[src/rtl/iqws_pkg.sv]
package iqws_pkg;

   // field widths fixed by the interface
   localparam int OP_BITS   = 2;
   localparam int CFG_BITS  = 5;
   localparam int FREE_BITS = 5;

   // parameter defaults for the top level
   localparam int DEF_QUEUE_DEPTH  = 16;
   localparam int DEF_TAG_BITS     = 6;
   localparam int DEF_PAYLOAD_BITS = 32;

   // capacity register value after reset
   localparam logic [CFG_BITS-1:0] CAP_RESET = 5'd16;

   // operation codes
   typedef enum logic [OP_BITS-1:0] {
      OP_INSERT = 2'd0,
      OP_WAKEUP = 2'd1,
      OP_SELECT = 2'd2,
      OP_REMOVE = 2'd3
   } iqws_op_type;

   // per-entry source flags
   typedef struct packed {
      logic s2_ready;
      logic s2_renamed;
      logic s1_ready;
      logic s1_renamed;
   } iqws_flags_type;

   // broadcast control from the sequencer to every cell
   typedef struct packed {
      logic insert;
      logic wakeup;
      logic close_gap;
      logic advance;
      logic restart;
   } iqws_ctrl_type;

endpackage

[src/rtl/issue_queue_wakeup_select.sv]
// channel   direction  handshake            payload
// req       in         req_valid/req_stall  op, tags, source flags, payload
// rsp       out        rsp_valid/rsp_stall  accepted, ready_found, tag, payload, free
// csr       in         csr_valid/csr_ready  capacity (5 bits)
//
// a transaction is held in a command register; insert and wakeup finish there once the result register is free
// select and remove walk a probe down the cell row, one cell a cycle, until it hits
// a matching cell or reaches the first empty cell (a miss)
// the next transaction is accepted in the cycle its predecessor finishes
// synchronous reset empties the queue and sets the capacity to 16
// rsp_stall holds the result register and keeps the command from finishing; a new transaction enters only then if empty
module issue_queue_wakeup_select #(
   parameter int QUEUE_DEPTH  = iqws_pkg::DEF_QUEUE_DEPTH,
   parameter int TAG_BITS     = iqws_pkg::DEF_TAG_BITS,
   parameter int PAYLOAD_BITS = iqws_pkg::DEF_PAYLOAD_BITS
) (
   input  logic                          clock,
   input  logic                          reset,
   input  logic                          req_valid,
   output logic                          req_stall,
   input  logic [iqws_pkg::OP_BITS-1:0]  req_op,
   input  logic [TAG_BITS-1:0]           req_in_tag,
   input  logic [TAG_BITS-1:0]           req_src1_tag,
   input  logic                          req_src1_renamed,
   input  logic                          req_src1_ready,
   input  logic [TAG_BITS-1:0]           req_src2_tag,
   input  logic                          req_src2_renamed,
   input  logic                          req_src2_ready,
   input  logic [PAYLOAD_BITS-1:0]       req_payload,
   output logic                          rsp_valid,
   input  logic                          rsp_stall,
   output logic                          rsp_accepted,
   output logic                          rsp_ready_found,
   output logic [TAG_BITS-1:0]           rsp_out_tag,
   output logic [PAYLOAD_BITS-1:0]       rsp_out_payload,
   output logic [iqws_pkg::FREE_BITS-1:0] rsp_free_entries,
   input  logic                          csr_valid,
   output logic                          csr_ready,
   input  logic [iqws_pkg::CFG_BITS-1:0] csr_wdata
);
   import iqws_pkg::*;

   localparam int OCC_BITS = $clog2(QUEUE_DEPTH + 1);
   localparam int CMP_BITS = (OCC_BITS > CFG_BITS) ? OCC_BITS : CFG_BITS;

   // command register
   logic                    cmd_valid_ff, cmd_valid_in;
   iqws_op_type             cmd_op_ff;
   logic [TAG_BITS-1:0]     cmd_tag_ff, cmd_src1_ff, cmd_src2_ff;
   iqws_flags_type          cmd_flags_ff;
   logic [PAYLOAD_BITS-1:0] cmd_payload_ff;

   // queue bookkeeping
   logic [CFG_BITS-1:0]     cap_ff;
   logic [OCC_BITS-1:0]     occ_ff, occ_in;

   // result register
   logic                    rsp_valid_ff, rsp_valid_in;
   logic                    rsp_accepted_ff, rsp_found_ff;
   logic [TAG_BITS-1:0]     rsp_tag_ff;
   logic [PAYLOAD_BITS-1:0] rsp_payload_ff;
   logic [FREE_BITS-1:0]    rsp_free_ff;

   // cell row, one extra empty position past the young end
   logic [QUEUE_DEPTH:0]    valid_vec;
   logic [QUEUE_DEPTH-1:0]  ahead_vec, at_vec, sel_vec, rmv_vec;
   logic [TAG_BITS-1:0]     cell_tag  [QUEUE_DEPTH+1];
   logic [TAG_BITS-1:0]     cell_src1 [QUEUE_DEPTH+1];
   logic [TAG_BITS-1:0]     cell_src2 [QUEUE_DEPTH+1];
   iqws_flags_type          cell_flags [QUEUE_DEPTH+1];
   logic [PAYLOAD_BITS-1:0] cell_pay  [QUEUE_DEPTH+1];

   iqws_ctrl_type           ctrl;
   logic                    req_take, out_free, is_scan, hit, miss, resolve, finish, room;
   logic [TAG_BITS-1:0]     probe_tag;
   logic [PAYLOAD_BITS-1:0] probe_pay;
   logic [CMP_BITS-1:0]     limit_w, occ_w, occ_next_w, free_w;

   // handshakes
   assign out_free  = ~rsp_valid_ff | ~rsp_stall;
   assign req_stall = cmd_valid_ff & ~finish;
   assign req_take  = req_valid & ~req_stall;
   assign csr_ready = 1'b1;

   // capacity check
   assign occ_w   = CMP_BITS'(occ_ff);
   assign limit_w = (CMP_BITS'(cap_ff) < CMP_BITS'(QUEUE_DEPTH)) ? CMP_BITS'(cap_ff)
                                                                 : CMP_BITS'(QUEUE_DEPTH);
   assign room    = occ_w < limit_w;

   // probe outcome
   assign is_scan = (cmd_op_ff == OP_SELECT) || (cmd_op_ff == OP_REMOVE);
   assign hit     = (cmd_op_ff == OP_SELECT) ? |sel_vec : |rmv_vec;
   assign miss    = ~(|at_vec) | (|(at_vec & ~valid_vec[QUEUE_DEPTH-1:0]));
   assign resolve = is_scan ? (hit | miss) : 1'b1;
   assign finish  = cmd_valid_ff & resolve & out_free;

   // broadcast control
   always_comb begin
      ctrl.insert    = finish & (cmd_op_ff == OP_INSERT) & room;
      ctrl.wakeup    = finish & (cmd_op_ff == OP_WAKEUP);
      ctrl.close_gap = finish & (cmd_op_ff == OP_REMOVE) & hit;
      ctrl.advance   = cmd_valid_ff & is_scan & ~resolve;
      ctrl.restart   = finish;
   end

   // entry under the probe
   always_comb begin
      probe_tag = '0;
      probe_pay = '0;
      for (int k = 0; k < QUEUE_DEPTH; k++) begin
         if (at_vec[k]) begin
            probe_tag = probe_tag | cell_tag[k];
            probe_pay = probe_pay | cell_pay[k];
         end
      end
   end

   // occupancy and free count after the operation
   always_comb begin
      occ_in = occ_ff;
      if (ctrl.insert) begin
         occ_in = occ_ff + OCC_BITS'(1);
      end else if (ctrl.close_gap) begin
         occ_in = occ_ff - OCC_BITS'(1);
      end
   end
   assign occ_next_w = CMP_BITS'(occ_in);
   assign free_w     = (limit_w > occ_next_w) ? (limit_w - occ_next_w) : '0;

   assign cmd_valid_in = req_take | (cmd_valid_ff & ~finish);
   assign rsp_valid_in = finish | (rsp_valid_ff & rsp_stall);

   // control state
   always_ff @(posedge clock) begin
      if (reset) begin
         cmd_valid_ff <= 1'b0;
         rsp_valid_ff <= 1'b0;
         occ_ff       <= '0;
         cap_ff       <= CAP_RESET;
      end else begin
         cmd_valid_ff <= cmd_valid_in;
         rsp_valid_ff <= rsp_valid_in;
         occ_ff       <= occ_in;
         if (csr_valid && csr_ready) begin
            cap_ff <= csr_wdata;
         end
      end
   end

   // command capture
   always_ff @(posedge clock) begin
      if (req_take) begin
         cmd_op_ff               <= iqws_op_type'(req_op);
         cmd_tag_ff              <= req_in_tag;
         cmd_src1_ff             <= req_src1_tag;
         cmd_src2_ff             <= req_src2_tag;
         cmd_flags_ff.s1_renamed <= req_src1_renamed;
         cmd_flags_ff.s1_ready   <= req_src1_ready;
         cmd_flags_ff.s2_renamed <= req_src2_renamed;
         cmd_flags_ff.s2_ready   <= req_src2_ready;
         cmd_payload_ff          <= req_payload;
      end
   end

   // result capture
   always_ff @(posedge clock) begin
      if (finish) begin
         rsp_accepted_ff <= ctrl.insert | ctrl.close_gap;
         rsp_found_ff    <= (cmd_op_ff == OP_SELECT) & hit;
         rsp_tag_ff      <= (is_scan && hit) ? probe_tag : '0;
         rsp_payload_ff  <= (is_scan && hit) ? probe_pay : '0;
         rsp_free_ff     <= free_w[FREE_BITS-1:0];
      end
   end

   assign rsp_valid        = rsp_valid_ff;
   assign rsp_accepted     = rsp_accepted_ff;
   assign rsp_ready_found  = rsp_found_ff;
   assign rsp_out_tag      = rsp_tag_ff;
   assign rsp_out_payload  = rsp_payload_ff;
   assign rsp_free_entries = rsp_free_ff;

   // empty position past the young end
   assign valid_vec[QUEUE_DEPTH]  = 1'b0;
   assign cell_tag[QUEUE_DEPTH]   = '0;
   assign cell_src1[QUEUE_DEPTH]  = '0;
   assign cell_src2[QUEUE_DEPTH]  = '0;
   assign cell_flags[QUEUE_DEPTH] = '0;
   assign cell_pay[QUEUE_DEPTH]   = '0;

   // cell row, oldest entry in cell 0
   for (genvar k = 0; k < QUEUE_DEPTH; k++) begin : g_cell
      logic prev_valid, prev_ahead;
      if (k == 0) begin : g_head
         assign prev_valid = 1'b1;
         assign prev_ahead = 1'b0;
      end else begin : g_body
         assign prev_valid = valid_vec[k-1];
         assign prev_ahead = ahead_vec[k-1];
      end
      iqws_cell #(
         .TAG_BITS     (TAG_BITS),
         .PAYLOAD_BITS (PAYLOAD_BITS)
      ) u_cell (
         .clock        (clock),
         .reset        (reset),
         .ctrl         (ctrl),
         .key_tag      (cmd_tag_ff),
         .ins_src1     (cmd_src1_ff),
         .ins_src2     (cmd_src2_ff),
         .ins_flags    (cmd_flags_ff),
         .ins_payload  (cmd_payload_ff),
         .prev_valid   (prev_valid),
         .prev_ahead   (prev_ahead),
         .next_valid   (valid_vec[k+1]),
         .next_tag     (cell_tag[k+1]),
         .next_src1    (cell_src1[k+1]),
         .next_src2    (cell_src2[k+1]),
         .next_flags   (cell_flags[k+1]),
         .next_payload (cell_pay[k+1]),
         .valid        (valid_vec[k]),
         .ahead        (ahead_vec[k]),
         .at_probe     (at_vec[k]),
         .sel_hit      (sel_vec[k]),
         .rmv_hit      (rmv_vec[k]),
         .tag          (cell_tag[k]),
         .src1         (cell_src1[k]),
         .src2         (cell_src2[k]),
         .flags        (cell_flags[k]),
         .payload      (cell_pay[k])
      );
   end

   // checks
   a_probe_single: assert property (@(posedge clock) disable iff (reset)
      $onehot0(at_vec))
      else $error("probe on more than one cell");

   a_packed_row: assert property (@(posedge clock) disable iff (reset)
      $countones(valid_vec[QUEUE_DEPTH-1:0]) == int'(occ_ff))
      else $error("valid cells disagree with occupancy");

   a_occ_bound: assert property (@(posedge clock) disable iff (reset)
      CMP_BITS'(occ_ff) <= CMP_BITS'(QUEUE_DEPTH))
      else $error("occupancy beyond depth");

   a_insert_grows: assert property (@(posedge clock) disable iff (reset)
      ctrl.insert |=> occ_ff == $past(occ_ff) + OCC_BITS'(1))
      else $error("insert did not grow occupancy");

   a_remove_hit_only: assert property (@(posedge clock) disable iff (reset)
      ctrl.close_gap |-> (|rmv_vec) && (cmd_op_ff == OP_REMOVE))
      else $error("gap closed without a tag hit");

endmodule

[src/rtl/iqws_cell.sv]
module iqws_cell #(
   parameter int TAG_BITS     = iqws_pkg::DEF_TAG_BITS,
   parameter int PAYLOAD_BITS = iqws_pkg::DEF_PAYLOAD_BITS
) (
   input  logic                     clock,
   input  logic                     reset,
   input  iqws_pkg::iqws_ctrl_type  ctrl,
   input  logic [TAG_BITS-1:0]      key_tag,
   input  logic [TAG_BITS-1:0]      ins_src1,
   input  logic [TAG_BITS-1:0]      ins_src2,
   input  iqws_pkg::iqws_flags_type ins_flags,
   input  logic [PAYLOAD_BITS-1:0]  ins_payload,
   input  logic                     prev_valid,
   input  logic                     prev_ahead,
   input  logic                     next_valid,
   input  logic [TAG_BITS-1:0]      next_tag,
   input  logic [TAG_BITS-1:0]      next_src1,
   input  logic [TAG_BITS-1:0]      next_src2,
   input  iqws_pkg::iqws_flags_type next_flags,
   input  logic [PAYLOAD_BITS-1:0]  next_payload,
   output logic                     valid,
   output logic                     ahead,
   output logic                     at_probe,
   output logic                     sel_hit,
   output logic                     rmv_hit,
   output logic [TAG_BITS-1:0]      tag,
   output logic [TAG_BITS-1:0]      src1,
   output logic [TAG_BITS-1:0]      src2,
   output iqws_pkg::iqws_flags_type flags,
   output logic [PAYLOAD_BITS-1:0]  payload
);
   import iqws_pkg::*;

   logic                    valid_ff, valid_in;
   logic                    ahead_ff, ahead_in;
   logic [TAG_BITS-1:0]     tag_ff, tag_in;
   logic [TAG_BITS-1:0]     src1_ff, src1_in;
   logic [TAG_BITS-1:0]     src2_ff, src2_in;
   iqws_flags_type          flags_ff, flags_in;
   logic [PAYLOAD_BITS-1:0] payload_ff, payload_in;
   logic                    is_tail;

   // probe sits on the first cell still ahead of it
   assign at_probe = ahead_ff & ~prev_ahead;
   assign sel_hit  = at_probe & valid_ff & flags_ff.s1_ready & flags_ff.s2_ready;
   assign rmv_hit  = at_probe & valid_ff & (tag_ff == key_tag);
   assign is_tail  = ~valid_ff & prev_valid;

   // probe walk
   always_comb begin
      ahead_in = ahead_ff;
      if (ctrl.restart) begin
         ahead_in = 1'b1;
      end else if (ctrl.advance) begin
         ahead_in = ahead_ff & prev_ahead;
      end
   end

   // entry update: close gap, append at tail, or wakeup
   always_comb begin
      valid_in   = valid_ff;
      tag_in     = tag_ff;
      src1_in    = src1_ff;
      src2_in    = src2_ff;
      flags_in   = flags_ff;
      payload_in = payload_ff;
      if (ctrl.close_gap && ahead_ff) begin
         valid_in   = next_valid;
         tag_in     = next_tag;
         src1_in    = next_src1;
         src2_in    = next_src2;
         flags_in   = next_flags;
         payload_in = next_payload;
      end else if (ctrl.insert && is_tail) begin
         valid_in   = 1'b1;
         tag_in     = key_tag;
         src1_in    = ins_src1;
         src2_in    = ins_src2;
         flags_in   = ins_flags;
         payload_in = ins_payload;
      end else if (ctrl.wakeup && valid_ff) begin
         if (flags_ff.s1_renamed && (src1_ff == key_tag)) begin
            flags_in.s1_ready = 1'b1;
         end
         if (flags_ff.s2_renamed && (src2_ff == key_tag)) begin
            flags_in.s2_ready = 1'b1;
         end
      end
   end

   // control state
   always_ff @(posedge clock) begin
      if (reset) begin
         valid_ff <= 1'b0;
         ahead_ff <= 1'b1;
      end else begin
         valid_ff <= valid_in;
         ahead_ff <= ahead_in;
      end
   end

   // entry contents
   always_ff @(posedge clock) begin
      tag_ff     <= tag_in;
      src1_ff    <= src1_in;
      src2_ff    <= src2_in;
      flags_ff   <= flags_in;
      payload_ff <= payload_in;
   end

   assign valid   = valid_ff;
   assign ahead   = ahead_ff;
   assign tag     = tag_ff;
   assign src1    = src1_ff;
   assign src2    = src2_ff;
   assign flags   = flags_ff;
   assign payload = payload_ff;

endmodule
[config.mk]
export PLATFORM = sky130hd
export DESIGN_NAME = issue_queue_wakeup_select
export DESIGN_NICKNAME = d
export VERILOG_FILES = /design/src/rtl/iqws_pkg.sv /design/src/rtl/issue_queue_wakeup_select.sv /design/src/rtl/iqws_cell.sv
export SDC_FILE = /design/constraint.sdc
export NUM_CORES = 2
export LEC_CHECK = 0
export ABC_AREA = 0
export BUFFER_PORTS_ARGS = -buffer_cell sky130_fd_sc_hd__buf_2
export CORE_UTILIZATION = 40
export CTS_BUF_LIST = sky130_fd_sc_hd__clkbuf_4 sky130_fd_sc_hd__clkbuf_8
export DETAILED_ROUTE_END_ITERATION = 8
export SLEW_MARGIN = 20
export SYNTH_ARGS = -nofsm -noshare
export SYNTH_HDL_FRONTEND = slang
export SYNTH_SLANG_ARGS = --single-unit
[constraint.sdc]
create_clock -name clock -period 13 [get_ports clock]
set_input_delay 1.3 -clock clock [delete_from_list [all_inputs] [get_ports clock]]
set_output_delay 1.3 -clock clock [all_outputs]
set_load 0.01 [all_outputs]
==> impl_results.rst <==
.. list-table::
   :header-rows: 1

   * - Metric
     - Value
   * - Tot GR Track Use
     - between 20% and 30%
   * - Cell type with the highest aggregate area in the netlist
     - edfxtp_1
   * - Most frequent cells in the layout
     - edfxtp_1 (911), mux2_2 (666), clkbuf_8 (188)
   * - Antenna violation net count after detailed routing
     - 0
   * - Final Setup Violations
     - 0
   * - Max Slew Vio Count
     - 0
   * - Worst endpoint data arrival time
     - approximately 4.6 ns
   * - Worst-case clock skew
     - ~0.056 ns
   * - Antenna violations before repair
     - 1
   * - Setup slack, reg-to-reg
     - 7.61 ns
   * - Clock latency reported for the late side of the worst-skew pair
     - a little over 0.9 ns
   * - Pin count of the biggest net entering global routing
     - between 50 and 60
   * - First-pass DRT Iterations
     - 7
   * - Fraction of power consumed by the clock network
     - 42.5%
   * - Fraction of final layout cells with drive strength greater than 1
     - 35.7%
   * - Synth warn
     - 0
   * - Sequential group share of total power
     - 52.7%
   * - Power Density
     - 125 nW/um^2
   * - Switching Power
     - 1.57 mW
   * - Part of the Yosys area used for sequential elements
     - approximately three fifths
   * - Post-route non-filler standard cell count
     - approximately 5.3k
   * - Total Neg Setup Slack
     - 0 ns
   * - Post-CTS Setup Repair Bufs
     - 0
   * - Unrepaired setup endpoints after global routing
     - no
   * - TritonCTS clock tree
     - done
   * - Slew Limit Headroom
     - a little over a quarter
   * - Cell count after placement
     - 4980
   * - Number of port buffers
     - ~110
   * - Final period util
     - between 40 and 50%
   * - Inserted Clock Buffers
     - roughly 170
   * - # rows
     - between 100 and 150
   * - Remaining global-route overflow
     - 0
   * - Via density per instance
     - 6.11
   * - Nets in the synthesized netlist
     - between 3k and 4k
   * - Worst min path class
     - register to register
   * - Number of enable-type register cells in the synthesized netlist
     - about 910
   * - Power, Total
     - approximately 6.9 mW
   * - Synth Flop Type
     - edfxtp_1
   * - Die Width
     - around 360 um
   * - Max-cap violation count
     - 0
   * - Post-synth top area share
     - 54.8%
   * - Number of top-level design ports
     - 114
   * - WL final
     - 164 mm
   * - Switching Fraction
     - between 20% and 30%
   * - Critical path endpoint category
     - primary output
   * - Post-CTS Hold Fix Bufs
     - 0
   * - WL/cell
     - approximately 31 um
   * - Kind of launch point of the worst setup path
     - register
   * - Growth of design area from synthesis to finish
     - 10.0%
   * - Synth area leaders
     - edfxtp_1 (55%), mux2_2 (15%), dfxtp_1 (3.9%), xnor2_1 (3.2%), mux2_4 (2.6%)
   * - Reg clk slew, reported paths
     - approximately 0.06 ns
   * - Half-perimeter wire length after detailed placement
     - around 90 mm
   * - Crit path required time
     - around 12 ns
   * - Max IR drop VDD
     - just over 70 uV
   * - Fraction of synthesis flops using an asynchronous set or reset pin
     - 0%
   * - Maximum clock path buffer count
     - 3
   * - Vertical die dimension
     - 355 um
   * - Cts repair resizes
     - 0
   * - Total vias in the final route
     - roughly 32k
   * - Drt first-iter violations
     - a little under 4k
   * - Maximum clock frequency
     - 0.170 GHz
   * - Core Footprint
     - about 120000 um^2
   * - Initial standard-cell utilization of the core
     - between 40 and 50%
   * - Die area
     - between 100000 and 150000 um^2
   * - Post-synthesis register bit count
     - 1009
   * - Minimum clock period
     - roughly 5.9 ns
   * - Clock net sink count
     - ~1k
   * - Placer congestion estimate
     - 0.959
   * - Number of hold violations in the final report
     - 0
   * - Critical path fanouts, max
     - 29
   * - Power share of the combinational group
     - ~4.8%
   * - Netlist Area Pre-Place
     - around 50000 um^2
   * - Worst-margin pin slew
     - around 1.1 ns
   * - DRC Markers
     - 0
   * - Via count of the first global-routing pass
     - ~32k
   * - Commonest non-fill, non-tap cell in the layout
     - edfxtp_1
   * - Run status
     - finished, final reports clean
   * - Nets
     - between 3k and 4k
   * - Post-synth cell types
     - 80
   * - Mean cell area of the mapped netlist
     - ~14 um^2
   * - Clock root cell
     - clkbuf_8
   * - Global-route wire length before repair
     - about 230 mm
   * - Reported leakage power
     - around 19 nW
   * - Setup Crit Path Kind
     - register to primary output
   * - Instance count of the mapped netlist
     - 3454
   * - CTS H-Tree Depth
     - 4
   * - Cell internal power dissipation
     - 5.30 mW
==> critical path: stages (launching register included) <==
cell and delay [ns]:
dfxtp_1 0.53, nor2b_4 0.20, buf_4 0.36, nor2b_1 0.23, a2111oi_0 0.78, nand4_1 0.25
a31oi_1 0.42, a21oi_1 0.23, a21boi_1 0.44, buf_2 0.23
==> power groups by stage <==
stage               Clock [mW]  Combinational [mW]  Sequential (mW)
CTS                       2.97               0.326             3.62
finish                    2.92               0.327             3.62
detailed placement           0               0.324             3.69
global placement             0               0.318             3.69
floorplan                    0               0.256             3.66
global route              3.10               0.350             3.63
==> Yosys cell counts (23+ instances only) <==
cell      number
xnor2_1      184
a21oi_1      108
nor2_1        65
clkbuf_1      91
a22o_1        94
dfxtp_1       98
a22oi_1      119
nand4_1       93
buf_2         92
nor2b_1       25
mux2_1        28
nand2_1      149
edfxtp_1     911
mux2_2       666
and3_1        30
nor4_1        36
xor2_1       111
inv_1         23
buf_1         26
buf_6         24
buf_4         46
a31oi_1       34
a221oi_1      95
mux2_4        88
==> area by class of cell <==
cell class	count	area [um^2]
clock buffer	258	3110
tap	1637	2050
clock inverter	50	324
sequential	1009	29300
timing repair buffer	190	1150
antenna	2	5.00
fill	11300	68800
multi-input combinational	2121	18800
inverter	23	86.3
==> cells by family (layout without fill, tap and decap cells) <==
kind of cell / after synthesis / count (layout) / share of synthesized area [%]
DFF: 1009 / 1009 / 58.8
muxes: 786 / 786 / 18.4
adders and majority gates: 12 / 12 / 0.316
other: 1 / 3 / 0.00752
buffers and inverters: 324 / 521 / 3.88
xor gates and xnor gates: 295 / 295 / 5.18
AOI/OAI and AO/OA: 551 / 551 / 8.22
and+or+nand+nor: 476 / 476 / 5.22
==> path summary, 6_finish.rpt <==
path | start | endpoint | cells after the start
min | g_cell[15].u_cell.payload[0]$_SDFFE_PP0P_ | g_cell[15].u_cell.payload[0]$_SDFFE_PP0P_ | 2
max reg2reg | cmd_tag_ff[0]$_DFFE_PP_ | g_cell[12].u_cell.payload[30]$_DFFE_PP_ | 10
max | g_cell[1].u_cell.ahead$_SDFFE_PP1P_ | req_stall | 9
min reg2reg | g_cell[15].u_cell.payload[0]$_SDFFE_PP0P_ | g_cell[15].u_cell.payload[0]$_SDFFE_PP0P_ | 2
==> registers in the layout, summed over array words and instances, names as in the netlist, 32 cells and up <==
register / cells
g_cell.u_cell.payload: 512
g_cell.u_cell.src1: 96
g_cell.u_cell.src2: 96
g_cell.u_cell.tag: 96
g_cell.u_cell.flags: 64
cmd_payload_ff: 32
rsp_out_payload: 32
==> per-layer routing <==
layer | GRT usage, % | wire length [um] | part of all wire [%]
met2 | 41.6 | 77800 | 47
met3 | 5.33 | 14600 | 8.9
met1 | 34.3 | 67100 | 41
met4 | 8.48 | 4900 | 3.0
met5 | 0 | 0 | 0
==> through the flow <==
stage	hold slack, ns	setup WS [ns]	area (um^2)	utilization [%]
floorplan	0.445	8.09	49900	-
global placement	0.458	7.72	51400	41.6
detailed placement	0.466	7.71	51400	41.6
CTS	0.474	7.21	54900	44.4
global route	0.497	7.04	54900	44.4
finish	0.471	7.11	54900	44.4
Power figures use the tool's default switching activity.
